<file path="config.mk">
export PLATFORM = sky130hd
export DESIGN_NAME = ta2_div_cell
export DESIGN_NICKNAME = d
export VERILOG_FILES = /design/src/design/ta2_pkg.sv /design/src/design/ta2_div_cell.sv
export SDC_FILE = /design/constraint.sdc
export NUM_CORES = 1
export LEC_CHECK = 0
export BUFFER_PORTS_ARGS = -buffer_cell sky130_fd_sc_hd__clkbuf_2
export CAP_MARGIN = 10
export CORE_MARGIN = 2
export CORE_UTILIZATION = 46
export DETAILED_ROUTE_END_ITERATION = 8
export MAX_ROUTING_LAYER = met4
export PLACE_DENSITY = 0.83
export SLEW_MARGIN = 5
export SYNTH_ARGS = -nofsm -noshare
export SYNTH_HDL_FRONTEND = slang
export SYNTH_SLANG_ARGS = --single-unit
</file>
<file path="constraint.sdc">
create_clock -name clk -period 2.45 [get_ports clk]
set_input_delay 0.1225 -clock clk [delete_from_list [all_inputs] [get_ports clk]]
set_output_delay 0.1225 -clock clk [all_outputs]
set_load 0.01 [all_outputs]
</file>
<file path="src/design/ta2_pkg.sv">
package ta2_pkg;

  // Widths of the vector components and of the bearing.
  localparam int VEC_W = 32;
  localparam int ANG_W = 17;

  // Angle scale: units per right angle.
  localparam int RIGHT_ANGLE = 16384;
  localparam int A_W = $clog2(RIGHT_ANGLE) + 1;

  // Magnitudes below this limit use the finer ratio scaling.
  localparam int SMALL_LIMIT_BITS = 16;

  // Ratio shift and number of quotient bits (eight plus one for saturation).
  localparam int PRE_SHIFT = 8;
  localparam int QBITS = PRE_SHIFT + 1;

  // Arctangent table geometry.
  localparam int ROM_DEPTH = 256;
  localparam int ROM_AW = $clog2(ROM_DEPTH);
  localparam int ROM_W = 14;
  localparam int BASE_SHIFT = 14;

  typedef logic [ROM_W-1:0] rom_t [ROM_DEPTH];

  // Folded angle sources that bypass the table.
  typedef enum logic [1:0] {
    SP_NONE,
    SP_ZERO,
    SP_RIGHT,
    SP_HALF
  } ta2_special_e;

  // Side information that travels alongside the division.
  typedef struct packed {
    ta2_special_e code;
    logic         y_major;
    logic         x_neg;
    logic         y_neg;
  } ta2_side_t;

  // Contents of one division cell.
  typedef struct packed {
    logic [VEC_W-1:0] rem;
    logic [VEC_W-1:0] dsh;
    logic [QBITS-1:0] quo;
    ta2_side_t        side;
  } ta2_div_t;

  // atan(i/256) at a right angle of 16384.
  localparam rom_t ARCTAN_BASE = '{
    14'd0, 14'd41, 14'd81, 14'd122, 14'd163, 14'd204, 14'd244, 14'd285,
    14'd326, 14'd367, 14'd407, 14'd448, 14'd489, 14'd529, 14'd570, 14'd610,
    14'd651, 14'd692, 14'd732, 14'd773, 14'd813, 14'd854, 14'd894, 14'd935,
    14'd975, 14'd1015, 14'd1056, 14'd1096, 14'd1136, 14'd1177, 14'd1217, 14'd1257,
    14'd1297, 14'd1337, 14'd1377, 14'd1417, 14'd1457, 14'd1497, 14'd1537, 14'd1577,
    14'd1617, 14'd1656, 14'd1696, 14'd1736, 14'd1775, 14'd1815, 14'd1854, 14'd1894,
    14'd1933, 14'd1973, 14'd2012, 14'd2051, 14'd2090, 14'd2129, 14'd2168, 14'd2207,
    14'd2246, 14'd2285, 14'd2324, 14'd2363, 14'd2401, 14'd2440, 14'd2478, 14'd2517,
    14'd2555, 14'd2594, 14'd2632, 14'd2670, 14'd2708, 14'd2746, 14'd2784, 14'd2822,
    14'd2860, 14'd2897, 14'd2935, 14'd2973, 14'd3010, 14'd3047, 14'd3085, 14'd3122,
    14'd3159, 14'd3196, 14'd3233, 14'd3270, 14'd3307, 14'd3344, 14'd3380, 14'd3417,
    14'd3453, 14'd3490, 14'd3526, 14'd3562, 14'd3599, 14'd3635, 14'd3670, 14'd3706,
    14'd3742, 14'd3778, 14'd3813, 14'd3849, 14'd3884, 14'd3920, 14'd3955, 14'd3990,
    14'd4025, 14'd4060, 14'd4095, 14'd4129, 14'd4164, 14'd4199, 14'd4233, 14'd4267,
    14'd4302, 14'd4336, 14'd4370, 14'd4404, 14'd4438, 14'd4471, 14'd4505, 14'd4539,
    14'd4572, 14'd4605, 14'd4639, 14'd4672, 14'd4705, 14'd4738, 14'd4771, 14'd4803,
    14'd4836, 14'd4869, 14'd4901, 14'd4933, 14'd4966, 14'd4998, 14'd5030, 14'd5062,
    14'd5094, 14'd5125, 14'd5157, 14'd5188, 14'd5220, 14'd5251, 14'd5282, 14'd5313,
    14'd5344, 14'd5375, 14'd5406, 14'd5437, 14'd5467, 14'd5498, 14'd5528, 14'd5559,
    14'd5589, 14'd5619, 14'd5649, 14'd5679, 14'd5708, 14'd5738, 14'd5768, 14'd5797,
    14'd5826, 14'd5856, 14'd5885, 14'd5914, 14'd5943, 14'd5972, 14'd6000, 14'd6029,
    14'd6058, 14'd6086, 14'd6114, 14'd6142, 14'd6171, 14'd6199, 14'd6227, 14'd6254,
    14'd6282, 14'd6310, 14'd6337, 14'd6365, 14'd6392, 14'd6419, 14'd6446, 14'd6473,
    14'd6500, 14'd6527, 14'd6554, 14'd6580, 14'd6607, 14'd6633, 14'd6660, 14'd6686,
    14'd6712, 14'd6738, 14'd6764, 14'd6790, 14'd6815, 14'd6841, 14'd6867, 14'd6892,
    14'd6917, 14'd6943, 14'd6968, 14'd6993, 14'd7018, 14'd7043, 14'd7068, 14'd7092,
    14'd7117, 14'd7141, 14'd7166, 14'd7190, 14'd7214, 14'd7238, 14'd7262, 14'd7286,
    14'd7310, 14'd7334, 14'd7358, 14'd7381, 14'd7405, 14'd7428, 14'd7451, 14'd7475,
    14'd7498, 14'd7521, 14'd7544, 14'd7566, 14'd7589, 14'd7612, 14'd7635, 14'd7657,
    14'd7679, 14'd7702, 14'd7724, 14'd7746, 14'd7768, 14'd7790, 14'd7812, 14'd7834,
    14'd7856, 14'd7877, 14'd7899, 14'd7920, 14'd7942, 14'd7963, 14'd7984, 14'd8005,
    14'd8026, 14'd8047, 14'd8068, 14'd8089, 14'd8110, 14'd8131, 14'd8151, 14'd8172
  };

  // Rescales the base table to the chosen right angle, rounding half up.
  function automatic rom_t build_rom();
    rom_t r;
    for (int i = 0; i < ROM_DEPTH; i++) begin
      r[i] = ROM_W'((32'(ARCTAN_BASE[i]) * 32'(RIGHT_ANGLE)
                     + 32'(1 << (BASE_SHIFT - 1))) >> BASE_SHIFT);
    end
    return r;
  endfunction

  localparam rom_t ARCTAN_ROM = build_rom();

endpackage

</file>
<file path="src/design/ta2_div_cell.sv">
module ta2_div_cell import ta2_pkg::*; (
  input  logic     clk,
  input  logic     rst,
  input  logic     in_valid,
  output logic     in_ready,
  input  ta2_div_t in_data,
  output logic     out_valid,
  input  logic     out_ready,
  output ta2_div_t out_data
);

  logic     valid;
  ta2_div_t data;
  ta2_div_t step;

  assign in_ready = !valid || out_ready;

  // One restoring step: subtract the shifted divisor where it fits.
  always_comb begin
    step      = in_data;
    step.dsh  = in_data.dsh >> 1;
    if (in_data.rem >= in_data.dsh) begin
      step.rem = in_data.rem - in_data.dsh;
      step.quo = {in_data.quo[QBITS-2:0], 1'b1};
    end else begin
      step.quo = {in_data.quo[QBITS-2:0], 1'b0};
    end
  end

  always_ff @(posedge clk) begin
    if (rst) begin
      valid <= 1'b0;
    end else if (in_ready) begin
      valid <= in_valid;
    end
  end

  always_ff @(posedge clk) begin
    if (in_ready && in_valid) begin
      data <= step;
    end
  end

  assign out_valid = valid;
  assign out_data  = data;

endmodule

</file>
==> results.yml, run 1 <==
setup_path:
  timing.critical_path.slowest_cell_delay_ns: 0.41
  cp.required_ns: 2.56
  critical_path_buf_inv_count: 3
  crit_family: "compound AO/OA/AOI/OAI gates"
  critical_path_capture_point_type: "flop"
  setup.worst_path.class: "input port to flop"
  worst-endpoint-arrival_ns: 2.50
  path_cells: "clkbuf_2 > inv_12 > ha_4 > fa_2 > nor2b_2 > o21ai_2 > a31oi_4 > buf_4 > a41o_1 > a21oi_1 > o21ai_0 > xor2_1 > mux2_4"
  cp-start-kind: "input port"
  crit_path_max_fanout: 4
  cp_slowest_cell: "sky130_fd_sc_hd__fa_2"
detailed_routing:
  drc_errors: 0
  routedWlPerCell_um: 15.66
  vias_per_cell: 5.177
  postRouteAntennaNets: 0
  drt_pre_antenna_iters: 5
  initialDrtViolationCount: 203
  route.final.wire_length_um: 12570
  route.vias.total: 4157
floorplan:
  fp.dieArea_sq_um: 10860
  core-area_sq_um: 9774
  placementRows: 36
  floorplan.die.width_um: 104.2
  floorplan.io_pins: 162
  initial_core_util_pct: 47.26
  fp.dieH_um: 104.2
grt:
  overflow: 0
  grt_usage_pct: 23.89
  grt_first_pass_wirelength_um: 20250
  grt_pass1_vias: 4347
  antenna_found_initial: 0
  grt_max_degree: 48
placement:
  dp_hpwl_um: 8835
  placed_area_sq_um: 6087
  gp_congestion: 0.9559
  place_ws_ns: -0.2521
  io_buffer_count: 159
clocking:
  cts-root-buf: "sky130_fd_sc_hd__clkbuf_8"
  cts-buffers-inserted: 9
  htree_levels: 3
  tritoncts: "done"
  clock_latency_ns: 0.37
  clock-sinks: 78
  clockBufferDepth: 2
  post_cts_clock_slew_at_the_launch_and_capture_registers_of_the_worst_setup_and_hold_paths_ns: 0.09
pwr:
  sw_frac_of_total_pct: 30.16
  part_of_the_power_in_combinational_logic_pct: 32.3
  seqPwrFrac_pct: 44.3
  finalPower_mw: 3.711
  p_per_area_nw_per_um2: 544.0
  clkPwrFrac_pct: 23.4
  vdd.ir_drop.worst_mv: 0.2587
  p_sw_mw: 1.120
  p_leak_nw: 3.205
  internal_power_mw: 2.592
timing:
  layout_worst_path_cycle_share_pct: 97.58
  whs_ns: 0.03332
  final-max-slew-violation-count: 0
  postLayoutSetupSlackWorst_ns: 0.05941
  layout_min_cycle_time_ns: 2.391
  setup_viol: 0
  hold_violation_count_in_the_final_report: 0
  timing.clock.skew_ns: 0.007078
  clock.fmax_mhz: 418.3
synth:
  synth_seq_cells: 78
  ys_types: 55
  syn_nets: 510
  synth_edf_count: 77
  synth-async-reset-ratio_pct: 0
  ys.flop_type: "sky130_fd_sc_hd__edfxtp_1"
  syn_avg_cell_area_sq_um: 11.69
  yosysWarningCount: 0
  synth-seq-area-share_pct: 50.49
  post_synth_instance_area_sq_um: 4619
  postSynthCellCount: 395
final_layout:
  fillCellCount: 729
  area_growth_syn_to_layout_pct: 47.70
  num-nets-final: 780
  drive_gt1_share_pct: 44.18
  layout.cell_area.non_filler_sq_um: 6823
  antenna_cells_inserted: 0
run:
  cap_viol_max_count: 0
status:
  status: "finished, final reports clean"
hold_path:
  min_path_type: "input port to flop"
## kinds of logic (layout without fill, tap and decap cells)
logic type                 after synthesis  in the layout  share of synthesized area (%)
AOI/OAI and AO/OA                       99             99                          15.06
xor gates and xnor gates                27             27                          5.119
adders and majority gates               33             33                          9.101
buffers and inverters                   49            324                          4.632
DFF                                     78             78                          50.49
muxes                                   32             32                          7.692
other                                    1              1                        0.08118
and+or+nand+nor                         76             76                          7.828
## final cells by class
cell class	instances	area (sq um)	area share [%]
Inverter	37	151.4	2.219
Clock buffer	11	131.4	1.926
Sequential cell	78	2332	34.18
Timing Repair Buffer	271	1799	26.37
Multi-Input combinational cell	268	2206	32.33
Tap cell	133	166.4	2.439
Clock inverter	5	36.28	0.5318
## through the flow
| stage | utilization (%) | TNS [ns] | instances |
|---|---|---|---|
| 6_report | 69.80 | 0 | 803 |
| 5_1_grt | 69.80 | -0.001823 | 803 |
| 2_1_floorplan | - | -0.05597 | 395 |
| 4_1_cts | 68.50 | 0 | 800 |
| 3_3_place_gp | 62.28 | -4.656 | 740 |
| 3_5_place_dp | 62.28 | -6.311 | 740 |
## path summary, 6_finish.rpt
kind                          start                     end  slack (ns)  cells past startpoint
max                     in_data[46]  out_data[72]$_DFFE_PP_        0.06                     13
max reg2reg  out_valid$_SDFFE_PP0N_   out_data[5]$_DFFE_PP_        0.93                      3
min                     in_data[18]  out_data[17]$_DFFE_PP_        0.03                      2
min reg2reg  out_valid$_SDFFE_PP0N_  out_data[28]$_DFFE_PP_        0.94                      2
## cells in the mapped netlist, types with 3 or more instances
master,count,area [sq um]
sky130_fd_sc_hd__edfxtp_1,77,2312
sky130_fd_sc_hd__inv_1,37,138.9
sky130_fd_sc_hd__ha_1,32,400.4
sky130_fd_sc_hd__a21oi_1,26,130.1
sky130_fd_sc_hd__mux2_2,25,281.5
sky130_fd_sc_hd__nand2_1,23,86.33
sky130_fd_sc_hd__a21o_1,20,150.1
sky130_fd_sc_hd__nor2_1,19,71.32
sky130_fd_sc_hd__xnor2_1,15,131.4
sky130_fd_sc_hd__o21ai_0,13,65.06
sky130_fd_sc_hd__xor2_1,12,105.1
sky130_fd_sc_hd__nand4_1,7,43.79
sky130_fd_sc_hd__o21a_1,7,52.55
sky130_fd_sc_hd__nor3_1,6,30.03
sky130_fd_sc_hd__and3_1,5,31.28
sky130_fd_sc_hd__clkbuf_1,5,18.77
sky130_fd_sc_hd__nand3_1,5,25.02
sky130_fd_sc_hd__a31oi_1,4,25.02
sky130_fd_sc_hd__mux2i_1,4,40.04
sky130_fd_sc_hd__and2_1,3,18.77
sky130_fd_sc_hd__buf_6,3,33.78
sky130_fd_sc_hd__mux2_1,3,33.78
## per-layer routing
metal / up-vias / routed length (um) / track usage (%)
li1: 2010 / - / -
met1: 1941 / 5353 / 28.75
met2: 182 / 6152 / 39.94
met3: 24 / 839 / 5.827
met4: 0 / 226 / 7.143
met5: - / 0 / -
## sequential cells by signal, indices dropped and copies added (netlist names)
| signal | cells |
|---|---|
| out_valid | 1 |
| out_data | 77 |
## timing repair
item	in CTS	in global routing
resized for setup	0	18
endpoints found under the setup margin	0	28
hold endpoints to repair	43	0
hold buffers	44	0
buffers inserted	0	2
## worst reg2reg max path: stages (launching register included)
cell and delay (ns):
sky130_fd_sc_hd__dfxtp_1 0.32, sky130_fd_sc_hd__nand2b_1 0.11, sky130_fd_sc_hd__and2_4 0.42, sky130_fd_sc_hd__buf_12 0.33
## power groups by stage
stage	Combinational [mW]	Clock (mW)	Sequential (mW)
2_1_floorplan	0.592	0	1.73
3_3_place_gp	1.05	0	1.67
3_5_place_dp	1.08	0	1.67
4_1_cts	1.14	0.892	1.64
5_1_grt	1.30	0.951	1.65
6_report	1.20	0.870	1.64
## placed cells by master, fill, tap and decap left out, types with 4 or more instances in the layout
master	count
sky130_fd_sc_hd__mux2_2	24
sky130_fd_sc_hd__clkbuf_2	158
sky130_fd_sc_hd__xor2_1	12
sky130_fd_sc_hd__dlygate4sd3_1	44
sky130_fd_sc_hd__inv_1	35
sky130_fd_sc_hd__edfxtp_1	77
sky130_fd_sc_hd__nor3_1	5
sky130_fd_sc_hd__nand2_1	23
sky130_fd_sc_hd__mux2i_1	4
sky130_fd_sc_hd__ha_1	26
sky130_fd_sc_hd__o21a_1	6
sky130_fd_sc_hd__a21o_1	20
sky130_fd_sc_hd__buf_4	64
sky130_fd_sc_hd__nor2_1	19
sky130_fd_sc_hd__xnor2_1	15
sky130_fd_sc_hd__o21ai_0	11
sky130_fd_sc_hd__and3_1	5
sky130_fd_sc_hd__a31oi_1	4
sky130_fd_sc_hd__nand4_1	7
sky130_fd_sc_hd__o21ai_1	4
sky130_fd_sc_hd__mux2_4	4
sky130_fd_sc_hd__clkbuf_8	9
sky130_fd_sc_hd__nand3_1	5
sky130_fd_sc_hd__a21oi_1	23
sky130_fd_sc_hd__ha_4	5
(Power assumes the default switching activity.)
==> run 2, diff against run 1 <==
CORE_MARGIN = default   (was 2)
GPL_ROUTABILITY_DRIVEN = 0   (was default)
SLEW_MARGIN = default   (was 5)
==> run 2 against run 1 <==
The run now ends with setup timing left. Combinational power barely moved. Cell area fell by 0.31%. Maximum frequency fell by 3.1%. Clock skew rose by 0.0033 ns. Largest power group unchanged.
==> results.yml, run 2 (same netlist as run 1, synthesis figures left out) <==
timing:
  setup_viol: 1
  final-max-slew-violation-count: 0
  layout_worst_path_cycle_share_pct: 100.7
  postLayoutSetupSlackWorst_ns: -0.01780
  whs_ns: 0.07135
  hold_violation_count_in_the_final_report: 0
  timing.clock.skew_ns: 0.01039
  layout_min_cycle_time_ns: 2.468
  clock.fmax_mhz: 405.2
final_layout:
  fillCellCount: 718
  num-nets-final: 776
  area_growth_syn_to_layout_pct: 47.24
  leading_cell_types_in_the_layout_fill_and_taps_excluded: "sky130_fd_sc_hd__clkbuf_2, sky130_fd_sc_hd__edfxtp_1, sky130_fd_sc_hd__buf_4, sky130_fd_sc_hd__dlygate4sd3_1, sky130_fd_sc_hd__inv_1"
  drive_gt1_share_pct: 43.24
  layout.cells.most_common: "sky130_fd_sc_hd__clkbuf_2"
  finalNonFillerCells: 799
  antenna_cells_inserted: 0
  largest_reg_flops: 77
floorplan:
  initial_core_util_pct: 47.26
  fp.dieArea_sq_um: 10450
  fp.dieH_um: 102.2
  core-area_sq_um: 9774
  floorplan.die.width_um: 102.2
  floorplan.io_pins: 162
  placementRows: 36
grt:
  grt_max_degree: 38
  grt_pass1_vias: 4219
  grt_first_pass_wirelength_um: 19310
  antenna_found_initial: 0
  overflow: 0
  grt_usage_pct: 25.04
detailed_routing:
  route.vias.total: 4159
  vias_per_cell: 5.205
  postRouteAntennaNets: 0
  drt_pre_antenna_iters: 7
  routedWlPerCell_um: 15.30
  route.final.wire_length_um: 12230
  drc_errors: 0
  initialDrtViolationCount: 247
setup_path:
  critical_path_buf_inv_count: 4
  setup.worst_path.class: "input port to flop"
  most_common_cell_on_crit_path: "sky130_fd_sc_hd__nand2_1"
  cp-start-kind: "input port"
  crit_family: "buffers and inverters"
  cp.required_ns: 2.55
  crit_path_max_fanout: 8
  critical_path.reg2reg.endpoint: "out_data[42]$_DFFE_PP_"
  path_cells: "dlygate4sd3_1 > clkbuf_2 > inv_1 > ha_2 > a21o_1 > nand2_1 > nand2_1 > a21oi_1 > o21a_2 > buf_4 > mux2_2"
  critical_path_capture_point_type: "flop"
  cp_slowest_cell: "sky130_fd_sc_hd__dlygate4sd3_1"
  cell_depth_of_the_worst_flop_to_flop_path: 3
  worst_r2r_startpoint: "out_valid$_SDFFE_PP0N_"
  timing.critical_path.slowest_cell_delay_ns: 0.53
  worst-endpoint-arrival_ns: 2.57
  setup.reg_to_reg.worst_slack_ns: 0.84
clocking:
  clock-sinks: 78
  clockBufferDepth: 2
  post_cts_clock_slew_at_the_launch_and_capture_registers_of_the_worst_setup_and_hold_paths_ns: 0.09
  htree_levels: 3
  clock_latency_ns: 0.36
  cts-root-buf: "sky130_fd_sc_hd__clkbuf_8"
  tritoncts: "done"
  cts-buffers-inserted: 9
pwr:
  p_sw_mw: 1.109
  seqPwrFrac_pct: 42.1
  clkPwrFrac_pct: 27.8
  part_of_the_power_in_combinational_logic_pct: 30.0
  p_per_area_nw_per_um2: 573.1
  p_leak_nw: 3.198
  finalPower_mw: 3.898
  internal_power_mw: 2.789
  vdd.ir_drop.worst_mv: 0.3278
  sw_frac_of_total_pct: 28.46
hold_path:
  holdPathEnd: "out_data[14]$_DFFE_PP_"
  worstHoldStart: "in_data[15]"
  cell_depth_of_the_worst_min_delay_path: 2
  min_path_type: "input port to flop"
placement:
  dp_hpwl_um: 8864
  numPlacedInstances: 737
  io_buffer_count: 159
status:
  status: "complete, but fails checks"
  failed_checks: "setup timing"
run:
  cap_viol_max_count: 0
run 2: cell types whose count changed in the layout (fill, tap and decap cells not counted), moves of 2 or more:
cell / previous run / this run
sky130_fd_sc_hd__ha_4: 5 / 2
sky130_fd_sc_hd__bufinv_16: 0 / 2
sky130_fd_sc_hd__buf_4: 64 / 60
sky130_fd_sc_hd__buf_6: 2 / 0
sky130_fd_sc_hd__ha_1: 26 / 28
run 2: worst max-delay path by stage:
stage                start                      to  slack, ns  cells past startpoint
4_1_cts        in_data[43]  out_data[76]$_DFFE_PP_       0.05                     10
2_1_floorplan  in_data[15]  out_data[77]$_DFFE_PP_      -0.02                     10
5_1_grt        in_data[43]  out_data[61]$_DFFE_PP_      -0.08                     11
3_5_place_dp   in_data[46]  out_data[66]$_DFFE_PP_      -0.28                     13
3_3_place_gp   in_data[15]  out_data[77]$_DFFE_PP_      -0.22                     11
6_report       in_data[43]  out_data[61]$_DFFE_PP_      -0.02                     11
run 2: worst register-to-register path, delay by kind of cell, from the launching register on:
kind	cells	cell delay (ns)
flip-flops	1	0.32
AND/OR/NAND/NOR	2	0.59
buffers and inverters	1	0.37
run 2: power by group through the flow:
stage | combinational, mW | clock [mW] | sequential, mW
global placement | 1.04 | 0 | 1.67
detailed placement | 1.08 | 0 | 1.67
floorplan | 0.592 | 0 | 1.73
finish | 1.17 | 1.09 | 1.64
global route | 1.28 | 1.16 | 1.65
CTS | 1.14 | 1.11 | 1.64
run 2: per-layer routing:
layer  share of wire [%]  track usage, %  vias up
li1                    -               -     2002
met1                  40           27.06     1978
met2                  52           45.28      164
met3                 6.6           6.019       15
met4                 1.3           7.473        0
met5                   0               -        -
run 2: layout make-up:
class	count	area (sq um)	share of cell area [%]
clock buffer	10	127.6	1.876
clock inverter	6	95.09	1.398
inverter	37	151.4	2.226
multi-input combinational	268	2167	31.86
sequential	78	2332	34.29
tap	133	166.4	2.447
timing repair buffer	267	1762	25.90
run 2: through the flow:
step                utilization, %  cell area, sq um  setup slack [ns]  setup TNS, ns
global placement             62.05              6065           -0.2249         -4.961
floorplan                        -              4696          -0.02442       -0.05597
global route                 69.59              6802          -0.08135        -0.3601
CTS                          68.93              6738           0.04913              0
detailed placement           62.05              6065           -0.2806         -6.795
finish                       69.59              6802          -0.01780       -0.01780
run 2: timing repair:
action | in CTS | in global routing
hold buffers | 45 | 0
setup buffers | 0 | 0
endpoints found under the setup margin | 0 | 22
resized for setup | 0 | 10
endpoints found under the hold margin | 44 | 0
