**src/design/ta2_pkg.sv**
```systemverilog
package ta2_pkg;

  // Widths of the vector components and of the bearing.
  localparam int VEC_W = 32;
  localparam int ANG_W = 17;

  // Angle scale: units per right angle.
  localparam int RIGHT_ANGLE = 16384;
  localparam int A_W = $clog2(RIGHT_ANGLE) + 1;

  // Magnitudes below this limit use the finer ratio scaling.
  localparam int SMALL_LIMIT_BITS = 16;

  // Ratio shift and number of quotient bits (eight plus one for saturation).
  localparam int PRE_SHIFT = 8;
  localparam int QBITS = PRE_SHIFT + 1;

  // Arctangent table geometry.
  localparam int ROM_DEPTH = 256;
  localparam int ROM_AW = $clog2(ROM_DEPTH);
  localparam int ROM_W = 14;
  localparam int BASE_SHIFT = 14;

  typedef logic [ROM_W-1:0] rom_t [ROM_DEPTH];

  // Folded angle sources that bypass the table.
  typedef enum logic [1:0] {
    SP_NONE,
    SP_ZERO,
    SP_RIGHT,
    SP_HALF
  } ta2_special_e;

  // Side information that travels alongside the division.
  typedef struct packed {
    ta2_special_e code;
    logic         y_major;
    logic         x_neg;
    logic         y_neg;
  } ta2_side_t;

  // Contents of one division cell.
  typedef struct packed {
    logic [VEC_W-1:0] rem;
    logic [VEC_W-1:0] dsh;
    logic [QBITS-1:0] quo;
    ta2_side_t        side;
  } ta2_div_t;

  // atan(i/256) at a right angle of 16384.
  localparam rom_t ARCTAN_BASE = '{
    14'd0, 14'd41, 14'd81, 14'd122, 14'd163, 14'd204, 14'd244, 14'd285,
    14'd326, 14'd367, 14'd407, 14'd448, 14'd489, 14'd529, 14'd570, 14'd610,
    14'd651, 14'd692, 14'd732, 14'd773, 14'd813, 14'd854, 14'd894, 14'd935,
    14'd975, 14'd1015, 14'd1056, 14'd1096, 14'd1136, 14'd1177, 14'd1217, 14'd1257,
    14'd1297, 14'd1337, 14'd1377, 14'd1417, 14'd1457, 14'd1497, 14'd1537, 14'd1577,
    14'd1617, 14'd1656, 14'd1696, 14'd1736, 14'd1775, 14'd1815, 14'd1854, 14'd1894,
    14'd1933, 14'd1973, 14'd2012, 14'd2051, 14'd2090, 14'd2129, 14'd2168, 14'd2207,
    14'd2246, 14'd2285, 14'd2324, 14'd2363, 14'd2401, 14'd2440, 14'd2478, 14'd2517,
    14'd2555, 14'd2594, 14'd2632, 14'd2670, 14'd2708, 14'd2746, 14'd2784, 14'd2822,
    14'd2860, 14'd2897, 14'd2935, 14'd2973, 14'd3010, 14'd3047, 14'd3085, 14'd3122,
    14'd3159, 14'd3196, 14'd3233, 14'd3270, 14'd3307, 14'd3344, 14'd3380, 14'd3417,
    14'd3453, 14'd3490, 14'd3526, 14'd3562, 14'd3599, 14'd3635, 14'd3670, 14'd3706,
    14'd3742, 14'd3778, 14'd3813, 14'd3849, 14'd3884, 14'd3920, 14'd3955, 14'd3990,
    14'd4025, 14'd4060, 14'd4095, 14'd4129, 14'd4164, 14'd4199, 14'd4233, 14'd4267,
    14'd4302, 14'd4336, 14'd4370, 14'd4404, 14'd4438, 14'd4471, 14'd4505, 14'd4539,
    14'd4572, 14'd4605, 14'd4639, 14'd4672, 14'd4705, 14'd4738, 14'd4771, 14'd4803,
    14'd4836, 14'd4869, 14'd4901, 14'd4933, 14'd4966, 14'd4998, 14'd5030, 14'd5062,
    14'd5094, 14'd5125, 14'd5157, 14'd5188, 14'd5220, 14'd5251, 14'd5282, 14'd5313,
    14'd5344, 14'd5375, 14'd5406, 14'd5437, 14'd5467, 14'd5498, 14'd5528, 14'd5559,
    14'd5589, 14'd5619, 14'd5649, 14'd5679, 14'd5708, 14'd5738, 14'd5768, 14'd5797,
    14'd5826, 14'd5856, 14'd5885, 14'd5914, 14'd5943, 14'd5972, 14'd6000, 14'd6029,
    14'd6058, 14'd6086, 14'd6114, 14'd6142, 14'd6171, 14'd6199, 14'd6227, 14'd6254,
    14'd6282, 14'd6310, 14'd6337, 14'd6365, 14'd6392, 14'd6419, 14'd6446, 14'd6473,
    14'd6500, 14'd6527, 14'd6554, 14'd6580, 14'd6607, 14'd6633, 14'd6660, 14'd6686,
    14'd6712, 14'd6738, 14'd6764, 14'd6790, 14'd6815, 14'd6841, 14'd6867, 14'd6892,
    14'd6917, 14'd6943, 14'd6968, 14'd6993, 14'd7018, 14'd7043, 14'd7068, 14'd7092,
    14'd7117, 14'd7141, 14'd7166, 14'd7190, 14'd7214, 14'd7238, 14'd7262, 14'd7286,
    14'd7310, 14'd7334, 14'd7358, 14'd7381, 14'd7405, 14'd7428, 14'd7451, 14'd7475,
    14'd7498, 14'd7521, 14'd7544, 14'd7566, 14'd7589, 14'd7612, 14'd7635, 14'd7657,
    14'd7679, 14'd7702, 14'd7724, 14'd7746, 14'd7768, 14'd7790, 14'd7812, 14'd7834,
    14'd7856, 14'd7877, 14'd7899, 14'd7920, 14'd7942, 14'd7963, 14'd7984, 14'd8005,
    14'd8026, 14'd8047, 14'd8068, 14'd8089, 14'd8110, 14'd8131, 14'd8151, 14'd8172
  };

  // Rescales the base table to the chosen right angle, rounding half up.
  function automatic rom_t build_rom();
    rom_t r;
    for (int i = 0; i < ROM_DEPTH; i++) begin
      r[i] = ROM_W'((32'(ARCTAN_BASE[i]) * 32'(RIGHT_ANGLE)
                     + 32'(1 << (BASE_SHIFT - 1))) >> BASE_SHIFT);
    end
    return r;
  endfunction

  localparam rom_t ARCTAN_ROM = build_rom();

endpackage

```
**src/design/ta2_front.sv**
```systemverilog
module ta2_front import ta2_pkg::*; (
  input  logic                    clk,
  input  logic                    rst,
  input  logic                    in_valid,
  output logic                    in_ready,
  input  logic signed [VEC_W-1:0] vec_x,
  input  logic signed [VEC_W-1:0] vec_y,
  output logic                    out_valid,
  input  logic                    out_ready,
  output ta2_div_t                out_data
);

  logic             s1_valid;
  logic             s1_ready;
  logic [VEC_W-1:0] mag_x;
  logic [VEC_W-1:0] mag_y;
  logic             x_neg;
  logic             y_neg;

  logic             s2_valid;
  logic             s2_ready;
  ta2_div_t         s2_data;

  logic             y_major;
  logic [VEC_W-1:0] small_mag;
  logic [VEC_W-1:0] large_mag;
  ta2_div_t         fold;

  // A stage takes a new transfer when it is empty or is being emptied.
  assign s1_ready = !s1_valid || s2_ready;
  assign s2_ready = !s2_valid || out_ready;
  assign in_ready = s1_ready;

  always_ff @(posedge clk) begin
    if (rst) begin
      s1_valid <= 1'b0;
      s2_valid <= 1'b0;
    end else begin
      if (s1_ready) s1_valid <= in_valid;
      if (s2_ready) s2_valid <= s1_valid;
    end
  end

  // Magnitudes; the most negative input gives 2^31 as an unsigned value.
  always_ff @(posedge clk) begin
    if (s1_ready && in_valid) begin
      mag_x <= vec_x[VEC_W-1] ? VEC_W'(-vec_x) : VEC_W'(vec_x);
      mag_y <= vec_y[VEC_W-1] ? VEC_W'(-vec_y) : VEC_W'(vec_y);
      x_neg <= vec_x[VEC_W-1];
      y_neg <= vec_y[VEC_W-1];
    end
  end

  // Fold into the first octant and set up the dividend and shifted divisor.
  always_comb begin
    y_major   = mag_y > mag_x;
    small_mag = y_major ? mag_x : mag_y;
    large_mag = y_major ? mag_y : mag_x;

    fold.side.y_major = y_major;
    fold.side.x_neg   = x_neg;
    fold.side.y_neg   = y_neg;
    fold.quo          = '0;

    if (mag_x == '0) begin
      fold.side.code = SP_ZERO;
    end else if (mag_y == '0) begin
      fold.side.code = SP_RIGHT;
    end else if (mag_x == mag_y) begin
      fold.side.code = SP_HALF;
    end else begin
      fold.side.code = SP_NONE;
    end

    if (large_mag[VEC_W-1:SMALL_LIMIT_BITS] == '0) begin
      // Fine scaling: smaller times 256 over larger.
      fold.rem = small_mag << PRE_SHIFT;
      fold.dsh = large_mag << PRE_SHIFT;
    end else begin
      // Coarse scaling: smaller over larger with its low byte dropped.
      fold.rem = small_mag;
      fold.dsh = {large_mag[VEC_W-1:PRE_SHIFT], PRE_SHIFT'(0)};
    end
  end

  always_ff @(posedge clk) begin
    if (s2_ready && s1_valid) begin
      s2_data <= fold;
    end
  end

  assign out_valid = s2_valid;
  assign out_data  = s2_data;

endmodule

```
**config.mk**
```make
export PLATFORM = sky130hd
export DESIGN_NAME = ta2_front
export DESIGN_NICKNAME = d
export VERILOG_FILES = /design/src/design/ta2_pkg.sv /design/src/design/ta2_front.sv
export SDC_FILE = /design/constraint.sdc
export NUM_CORES = 1
export LEC_CHECK = 0
export BUFFER_PORTS_ARGS = -buffer_cell sky130_fd_sc_hd__buf_2
export CAP_MARGIN = 10
export CORE_MARGIN = 2
export CORE_UTILIZATION = 40
export CTS_CLUSTER_SIZE = 12
export DETAILED_ROUTE_END_ITERATION = 10
export GPL_ROUTABILITY_DRIVEN = 0
export PLACE_DENSITY = 0.66
export SLEW_MARGIN = 10
export SYNTH_ARGS = -nofsm -noshare
export SYNTH_HDL_FRONTEND = slang
export SYNTH_SLANG_ARGS = --single-unit
```
**constraint.sdc**
```tcl
create_clock -name clk -period 9.8 [get_ports clk]
set_input_delay 1.96 -clock clk [delete_from_list [all_inputs] [get_ports clk]]
set_output_delay 1.96 -clock clk [all_outputs]
set_load 0.03 [all_outputs]
```
==> results of run 1 <==
-- final cells by class --
type | instances | share of cell area, %
Inverter | 38 | 1.575
Tap cell | 234 | 3.233
Clock inverter | 10 | 1.257
Sequential cell | 129 | 42.55
Clock buffer | 22 | 4.905
Multi-Input combinational cell | 486 | 38.80
Timing Repair Buffer | 136 | 7.682
-- worst paths after layout --
kind              from           end  depth (start not counted)
max          out_ready      in_ready                          4
min              x_neg   out_data[1]                          0
max reg2reg  mag_x[14]  out_data[58]                          9
min reg2reg      x_neg   out_data[1]                          0
-- registers in the layout, summed over array words and instances, names as in the netlist --
| signal | cells |
|---|---|
| mag_x | 32 |
| mag_y | 32 |
| out_data | 61 |
| out_valid | 1 |
| s1_valid | 1 |
| x_neg | 1 |
| y_neg | 1 |
-- through the flow --
step	utilization [%]	cell area (sq um)	setup slack (ns)	hold slack (ns)	power [mW]
global placement	45.28	8498	5.208	0.4006	0.9785
global route	48.25	9056	5.114	0.4307	1.630
finish	48.25	9056	5.199	0.4189	1.564
CTS	48.25	9056	5.200	0.4175	1.575
floorplan	-	7726	4.559	0.4003	0.8929
detailed placement	45.28	8498	5.200	0.4045	0.9830
-- logic make-up after synthesis --
logic type,count (synthesis),share of synthesized area [%]
xor gates and xnor gates,58,6.626
AOI/OAI and AO/OA,126,9.956
and+or+nand+nor,163,10.98
muxes,88,11.62
adders and majority gates,34,5.549
other,1,0.04892
DFF,129,50.27
buffers and inverters,82,4.945
-- per-layer routing --
metal / global-route usage, % / vias to the layer above / share of wire [%]
li1: - / 2770 / -
met1: 26.27 / 2676 / 47
met2: 28.31 / 198 / 45
met3: 5.013 / 15 / 7.1
met4: 6.462 / 0 / 1.2
met5: 0 / - / 0
-- placed cells by master (no fill, tap or decap), drive strengths merged, types with 4 or more instances in the layout --
cell        n
mux2        8
or3        12
conb       17
clkbuf     22
buf       136
o31ai      15
nand4      12
mux2i      80
nand3       4
a21oi      58
clkinvlp    4
inv        38
edfxtp    127
o21ai      28
xnor2      54
o41ai       9
nor4       20
nand2      49
ha         34
clkinv      4
xor2        4
or4         7
nor2       37
-- where the power goes --
group          leakage (nW)  switching [mW]  internal [mW]  total, mW
clock                 0.260           0.219          0.372      0.591
sequential             1.23          0.0420          0.667      0.708
combinational          2.36           0.163          0.101      0.264
==> results.yml, run 1 <==
timing:
  fin_setup_tns_ns: 0
  fin_crit_ns: 4.601
  min_period_over_period_pct: 46.95
  drv_slew: 0
  relSlewSlack_pct: 37.65
  setup_viol: 0
  fmax_ghz: 0.2173
  worst_clock_skew_ns: 0.01087
  rsz0062_at_grt: "no"
  worst_pin_slew_ns: 0.9332
  hold_viol: 0
clocking:
  postCtsSetupBuffers: 0
  holdBufCountCts: 0
  clk_pin_slew_ns: 0.05
  clk_latency_ns: 0.42
  cts_buffer_depth: 2
  cts_sinks: 129
  post_cts_resized: 0
  root_buffer: "clkbuf_16"
  cts_tree: "done"
  numCtsBuffers: 17
  htree_levels: 4
global_route:
  antenna_found_initial: 0
  grt_start_max_net_pins: 67
  grt_pass1_vias: 5358
  grt_usage_pct: 18.80
  grt_pass1_wl_um: 28790
  overflow: 0
setup_path:
  cp_top_family: "simple AND/OR/NAND/NOR gates"
  worstSetupStartpointType: "input port"
  arrival_ns: 2.64
  reg2reg_slack_ns: 5.62
  cp_max_fo: 4
  slowest_stage: "nor2b_1"
  crit_buf_inv: 2
  setup.worst_path.class: "in -> out"
  endpoint_kind: "output port"
  cpMostUsedCell: "buf_2"
  critPathRequiredTime_ns: 7.84
  cpPeakStageDelay_ns: 0.29
  cp_cell_sequence: "buf_2 > nor2b_1 > nand2_1 > buf_2"
synthesis:
  synth_edf_count: 127
  synth_top_area_share_pct: 49.75
  syn_area_sq_um: 7666
  synthTopCellsByCount: "edfxtp_1, mux2i_1, a21oi_1, xnor2_1, nand2_1"
  synth-seq-cells: 129
  ys.flop_type: "edfxtp_1"
  synth_top_cell_by_area: "edfxtp_1"
  synth-seq-area-share_pct: 50.27
  avgSynthCellArea_sq_um: 11.26
  ys_top_cells_by_area: "edfxtp_1, mux2i_1, xnor2_1"
  synth-warning-count: 0
  synth.distinct_cells: 47
  async_flop_share_pct: 0
  synthCells: 681
  yosysMostFrequentCell: "edfxtp_1"
route:
  drc_errors: 0
  wire_per_inst_um: 17.64
  drt_wl_total_um: 18610
  ant_nets: 0
  drt_iter0_markers: 457
  via_count: 5659
  drt-vias-per-instance: 5.364
  firstDrtPassIters: 7
final_layout:
  multiInputGateArea_sq_um: 3513
  antenna_cells: 0
  seq_area_sq_um: 3854
  drive_above_1_share_pct: 22.41
  fillers: 1742
  finalNonFillerCells: 1055
  syn2layout_area_growth_pct: 18.13
  nNetsFinal: 910
floorplanning:
  ios: 148
  fp.dieW_um: 142.4
  num_rows: 50
  die_height_um: 142.4
  initial_core_util_pct: 40.85
  core_sq_um: 18770
  fp.dieArea_sq_um: 20290
worst_hold_path:
  hp-class: "reg -> reg"
power:
  power.density_nw_per_um2: 172.7
  vdd_ir_drop_max_v: 0.0001304
  p_leak_nw: 3.848
flow_run:
  maxCapViolations: 0
placement:
  dp_cells: 1023
  dp_hpwl_um: 14270
  portBuffers: 130
outcome:
  status: "finished clean"
(Power assumes the default switching activity.)
==> run 2, diff against run 1 <==
--- a/config.mk
+++ b/config.mk
@@ -5,6 +5,7 @@
 export SDC_FILE = /design/constraint.sdc
 export NUM_CORES = 1
 export LEC_CHECK = 0
+export ABC_AREA = 1
 export BUFFER_PORTS_ARGS = -buffer_cell sky130_fd_sc_hd__buf_2
 export CAP_MARGIN = 10
 export CORE_MARGIN = 2
==> constraint.sdc (replaced) <==
create_clock -name clk -period 4.8 [get_ports clk]
set_input_delay 0.96 -clock clk [delete_from_list [all_inputs] [get_ports clk]]
set_output_delay 0.96 -clock clk [all_outputs]
set_load 0.03 [all_outputs]
==> run 2 against run 1 <==
Net effect:
- non-clock buffer count fell by 1
- clock skew fell by 0.0021 ns
- critical path type is now reg -> reg
- worst setup slack worse by 4.1 ns
- sequential share of layout area down 0.88 points
==> results.yml, run 2 <==
final_layout:
  seq_area_sq_um: 3854
  final_common_cell: "nand2_1"
  layout_common_cells: "nand2_1, buf_2, edfxtp_1, inv_1, nor2_1"
  syn2layout_area_growth_pct: 18.64
  drive_above_1_share_pct: 17.42
  fillers: 1887
  final_cell_area_sq_um: 9246
  multiInputGateArea_sq_um: 3353
  nNetsFinal: 1122
  largest_reg_flops: 61
floorplanning:
  core_sq_um: 19270
  fp.dieArea_sq_um: 20620
  initial_core_util_pct: 40.44
  die_height_um: 143.6
  fp.dieW_um: 143.6
  ios: 148
  num_rows: 51
clocking:
  numCtsBuffers: 17
  post_cts_resized: 0
  root_buffer: "clkbuf_16"
  clk_pin_slew_ns: 0.06
  holdBufCountCts: 0
  cts_buffer_depth: 2
  clk_latency_ns: 0.42
  htree_levels: 4
  cts_sinks: 129
  cts_tree: "done"
  postCtsSetupBuffers: 0
timing:
  rsz0062_at_grt: "no"
  worst_pin_slew_ns: 0.7780
  drv_slew: 0
  setup_viol: 0
  worst_clock_skew_ns: 0.008791
  fin_setup_tns_ns: 0
  relSlewSlack_pct: 48.13
  fin_crit_ns: 3.718
  fmax_ghz: 0.2690
  hold_viol: 0
  min_period_over_period_pct: 77.45
synthesis:
  synth_top_area_share_pct: 48.93
  synth-seq-cells: 129
  async_flop_share_pct: 0
  synth-warning-count: 0
  syn_area_sq_um: 7794
  synth_edf_count: 127
  yosysMostFrequentCell: "nand2_1"
  ys_top_cells_by_area: "edfxtp_1, nand2_1, ha_1"
  ys.flop_type: "edfxtp_1"
  synthTopCellsByCount: "nand2_1, edfxtp_1, inv_1, nor2_1, nand3_1"
  synthCells: 896
  synth-seq-area-share_pct: 49.45
  avgSynthCellArea_sq_um: 8.698
  synth.distinct_cells: 34
  synth_top_cell_by_area: "edfxtp_1"
route:
  drt-vias-per-instance: 4.835
  via_count: 6285
  wire_per_inst_um: 14.26
  drt_iter0_markers: 551
  drc_errors: 0
  drt_wl_total_um: 18540
  ant_nets: 0
  firstDrtPassIters: 6
setup_path:
  cpMostUsedCell: "nand2_1"
  worstSetupStartpointType: "flop"
  reg2reg_slack_ns: 1.08
  critPathRequiredTime_ns: 4.96
  rr_worst_depth: 16
  cp_max_fo: 50
  slowest_stage: "nand2_2"
  setup.worst_path.class: "reg -> reg"
  r2r_start: "mag_y[31]"
  cp_cell_sequence: "ha_1 > nand2_1 > nor2_1 > nand2_1 > nor4_4 > nand2_1 > nand2_2 > nand2_2 > nand2_1 > nand2_1 > nor2_1 > nand2_1 > nor2_2 > nand2_2 > inv_2 > nor2_1"
  cpPeakStageDelay_ns: 0.50
  endpoint_kind: "flop"
  arrival_ns: 3.88
  r2r-end: "out_data[48]"
global_route:
  grt_pass1_vias: 5931
  grt_pass1_wl_um: 29940
  overflow: 0
  grt_usage_pct: 18.94
  grt_start_max_net_pins: 62
  antenna_found_initial: 5
worst_hold_path:
  holdCritStartpoint: "x_neg"
  worstHoldEndpoint: "out_data[1]"
  hp-class: "reg -> reg"
  worstHoldPathCells: 0
flow_run:
  maxCapViolations: 0
power:
  vdd_ir_drop_max_v: 0.0002373
  power.density_nw_per_um2: 369.6
  p_leak_nw: 4.153
outcome:
  status: "finished clean"
placement:
  portBuffers: 130
  placed_cell_area_sq_um: 8606
  dp_hpwl_um: 14750
## run 2: cell type report
cell class,count,share of cell area [%]
sequential,129,41.68
multi-input combinational,636,36.27
timing repair buffer,135,7.442
clock buffer,19,4.899
inverter,101,4.100
tap,265,3.586
clock inverter,13,1.976
antenna,2,0.05413
## run 2: how the worst max path moves through the flow
stage	startpoint	end	slack [ns]
after global placement	mag_x[7]	out_data[34]	1.17
after detailed placement	mag_y[31]	out_data[48]	1.07
after global routing	mag_x[6]	out_data[50]	0.56
after floorplan	out_ready	out_data[0]	0.33
after CTS	mag_y[31]	out_data[53]	1.07
final	mag_y[31]	out_data[48]	1.08
## run 2: metrics by stage
stage / hold slack, ns / setup slack [ns] / utilization [%] / total power [mW] / std cells
after floorplan: 0.4003 / 0.3307 / - / 1.888 / 912
after global placement: 0.4043 / 1.172 / 44.66 / 2.060 / 1266
after detailed placement: 0.4062 / 1.073 / 44.66 / 2.074 / 1266
after CTS: 0.4204 / 1.068 / 47.95 / 3.432 / 1298
after global routing: 0.4375 / 0.5582 / 47.97 / 3.577 / 1299
final: 0.4180 / 1.082 / 47.98 / 3.417 / 1300
## run 2: worst max-delay path: cells and delay by family, from the launching register on
family	cells	cell delay (ns)
fa+ha+maj	1	0.33
buf+inv	1	0.25
flops	1	0.44
simple gates	14	2.42
## run 2: cell families after synthesis
family / after synthesis / synth area share [%]
other: 1 / 0.04812
AOI/OAI and AO/OA: 102 / 6.791
DFF: 129 / 49.45
adders and majority gates: 34 / 5.458
xor gates and xnor gates: 58 / 6.518
buffers and inverters: 147 / 8.444
and+or+nand+nor: 425 / 23.29
## run 2: metal layers
layer  track usage, %  up-vias  routed length (um)
li1                 -     3212                   -
met4            8.514        6                 494
met5                0        -                  34
met1            26.05     2802                8712
met3            4.965       41                1531
met2            28.10      224                7771
## run 2: where the power goes
| part | leakage [nW] | total, mW | internal (mW) | switching (mW) |
|---|---|---|---|---|
| logic | 2.60 | 0.628 | 0.194 | 0.434 |
| clock network | 0.313 | 1.36 | 0.895 | 0.466 |
| registers | 1.24 | 1.43 | 1.37 | 0.0627 |
==> run 3, diff against run 2 <==
==> constraint.sdc (replaced) <==
create_clock -name clk -period 3.8 [get_ports clk]
set_input_delay 0.76 -clock clk [delete_from_list [all_inputs] [get_ports clk]]
set_output_delay 0.76 -clock clk [all_outputs]
set_load 0.03 [all_outputs]
==> run 3 against run 2 <==
Net effect:
- global-route usage rose by 0.14 points
- largest power group unchanged
- clock power rose by 19%
- via count rose by 0.24%
- largest cell class unchanged
- design area fell by 0.11%
- highest routed layer unchanged
- worst hold slack got worse by 0.0029 ns
- first-iteration DRC count rose by 6.4%
- final cell count rose by 0.23%
- register-to-register slack got worse by 0.78 ns
- sequential cell count did not move
- combinational power rose by 28%
- non-clock buffer count rose by 3
- routed wire length rose by 1.3%
==> results.yml, run 3 (synthesis gave the netlist of run 2 again) <==
outcome:
  status: "finished clean"
setup_path:
  reg2reg_slack_ns: 0.31
  slowest_stage: "o21ai_0"
  rr_worst_depth: 15
  crit_start: "mag_x[31]"
  r2r-end: "out_data[61]"
  cp_max_fo: 41
  cp_cell_sequence: "inv_1 > ha_1 > nand2_1 > nor2_1 > nand2_1 > nor4_4 > nand2_1 > nand2_2 > nand2_4 > buf_4 > buf_4 > o21ai_0 > inv_1 > nand3_1 > nand2_1"
  r2r_start: "mag_x[31]"
  cpMostUsedCell: "nand2_1"
  critPathRequiredTime_ns: 3.97
  endpoint_kind: "flop"
  setup.worst_path.class: "reg -> reg"
  worstSetupStartpointType: "flop"
  cpPeakStageDelay_ns: 0.43
  arrival_ns: 3.66
timing:
  worst_pin_slew_ns: 0.7298
  relSlewSlack_pct: 51.34
  fin_crit_ns: 3.494
  hold_viol: 0
  rsz0062_at_grt: "no"
  fmax_ghz: 0.2862
  fin_setup_tns_ns: 0
  min_period_over_period_pct: 91.94
  worst_clock_skew_ns: 0.01092
  setup_viol: 0
  drv_slew: 0
  setup_ws_ns: 0.3062
worst_hold_path:
  worstHoldEndpoint: "out_data[1]"
  holdCritStartpoint: "x_neg"
  hp-class: "reg -> reg"
  worstHoldPathCells: 0
final_layout:
  finalNonFillerCells: 1303
  largest_reg_flops: 61
  syn2layout_area_growth_pct: 18.51
  drive_above_1_share_pct: 17.37
  final_common_cell: "nand2_1"
  layout_common_cells: "nand2_1, buf_2, edfxtp_1, inv_1, nor2_1"
  final_core_util_pct: 47.93
  nNetsFinal: 1125
clocking:
  clk_pin_slew_ns: 0.06
  postCtsSetupBuffers: 0
  cts_tree: "done"
  cts_buffer_depth: 2
  numCtsBuffers: 17
  clk_latency_ns: 0.42
  cts_sinks: 129
  root_buffer: "clkbuf_16"
  htree_levels: 4
floorplanning:
  initial_core_util_pct: 40.44
  die_height_um: 143.6
  core_sq_um: 19270
  num_rows: 51
  ios: 148
  fp.dieW_um: 143.6
  fp.dieArea_sq_um: 20620
power:
  power.density_nw_per_um2: 457.8
  power_mw: 4.229
  vdd_ir_drop_max_v: 0.0002209
  p_leak_nw: 4.148
global_route:
  grt_pass1_vias: 5977
  overflow: 0
  grt_start_max_net_pins: 59
  grt_pass1_wl_um: 29900
  grtUsageMet2_pct: 28.82
  antenna_found_initial: 3
  top_usage_layer: "met2"
  grt_usage_pct: 19.08
  grt_util_met3_pct: 5.265
  use_met1_pct: 26.42
placement:
  dp_hpwl_um: 14950
  post-place-ws_ns: 0.1832
  dp_cells: 1269
  portBuffers: 130
route:
  drt_wl_total_um: 18780
  firstDrtPassIters: 5
  drt-vias-per-instance: 4.835
  via_count: 6300
  drc_errors: 0
  drt_iter0_markers: 586
  wire_per_inst_um: 14.42
  ant_nets: 0
flow_run:
  maxCapViolations: 0
==> run 3: cell count changes in the layout (fill, tap and decap cells not counted), sizes merged <==
cell and change:
clkinvlp +3, bufinv -1, clkbuf -1, clkinv -2, inv +1, buf +3
==> run 3: repair_timing <==
item | in CTS | in global routing
setup endpoints to repair | 0 | 48
resized for setup | 0 | 3
hold buffers | 0 | 0
==> run 3: worst max path at each step <==
| stage | to | slack [ns] | cells after the start |
|---|---|---|---|
| after floorplan | out_data[0] | 0.77 | 2 |
| after global routing | out_data[30] | 0.06 | 17 |
| after detailed placement | out_data[47] | 0.18 | 17 |
| after CTS | out_data[53] | 0.16 | 17 |
| final | out_data[61] | 0.31 | 15 |
| after global placement | out_data[53] | 0.22 | 17 |
==> run 3: layout make-up <==
cell class	instances	area (sq um)
diodes	2	5.005
clock buffers	18	429.2
clock inverters	14	163.9
fillers	1905	10030
inverters	101	379.1
multi-input cells	636	3363
flip-flops and latches	129	3854
well taps	265	331.6
repair buffers	138	710.7
==> run 3: report_power, final <==
| part | total [mW] | internal [mW] | switching, mW |
|---|---|---|---|
| clock | 1.62 | 1.03 | 0.597 |
| sequential | 1.80 | 1.72 | 0.0791 |
| combinational | 0.802 | 0.248 | 0.555 |
| total | 4.23 | 3.00 | 1.23 |
==> run 3: layer usage <==
| metal | vias to the layer above | share of wire, % |
|---|---|---|
| li1 | 3226 | - |
| met1 | 2820 | 47 |
| met2 | 232 | 44 |
| met3 | 20 | 7.6 |
| met4 | 2 | 1.5 |
| met5 | - | 0.059 |
==> run 3: metrics by stage <==
| step | cell area (sq um) | hold slack (ns) |
|---|---|---|
| after floorplan | 7858 | 0.4003 |
| after CTS | 9221 | 0.4179 |
| after detailed placement | 8628 | 0.4045 |
| after global routing | 9234 | 0.4262 |
| after global placement | 8628 | 0.4046 |
| final | 9236 | 0.4151 |
==> run 3: critical path, delay by kind of cell (launching register included) <==
kind                     cells  cell delay, ns
AO/OA/AOI/OAI                1            0.43
buffers and inverters        4            0.71
AND/OR/NAND/NOR              9            1.37
adder cells (fa/ha/maj)      1            0.30
flip-flops                   1            0.42
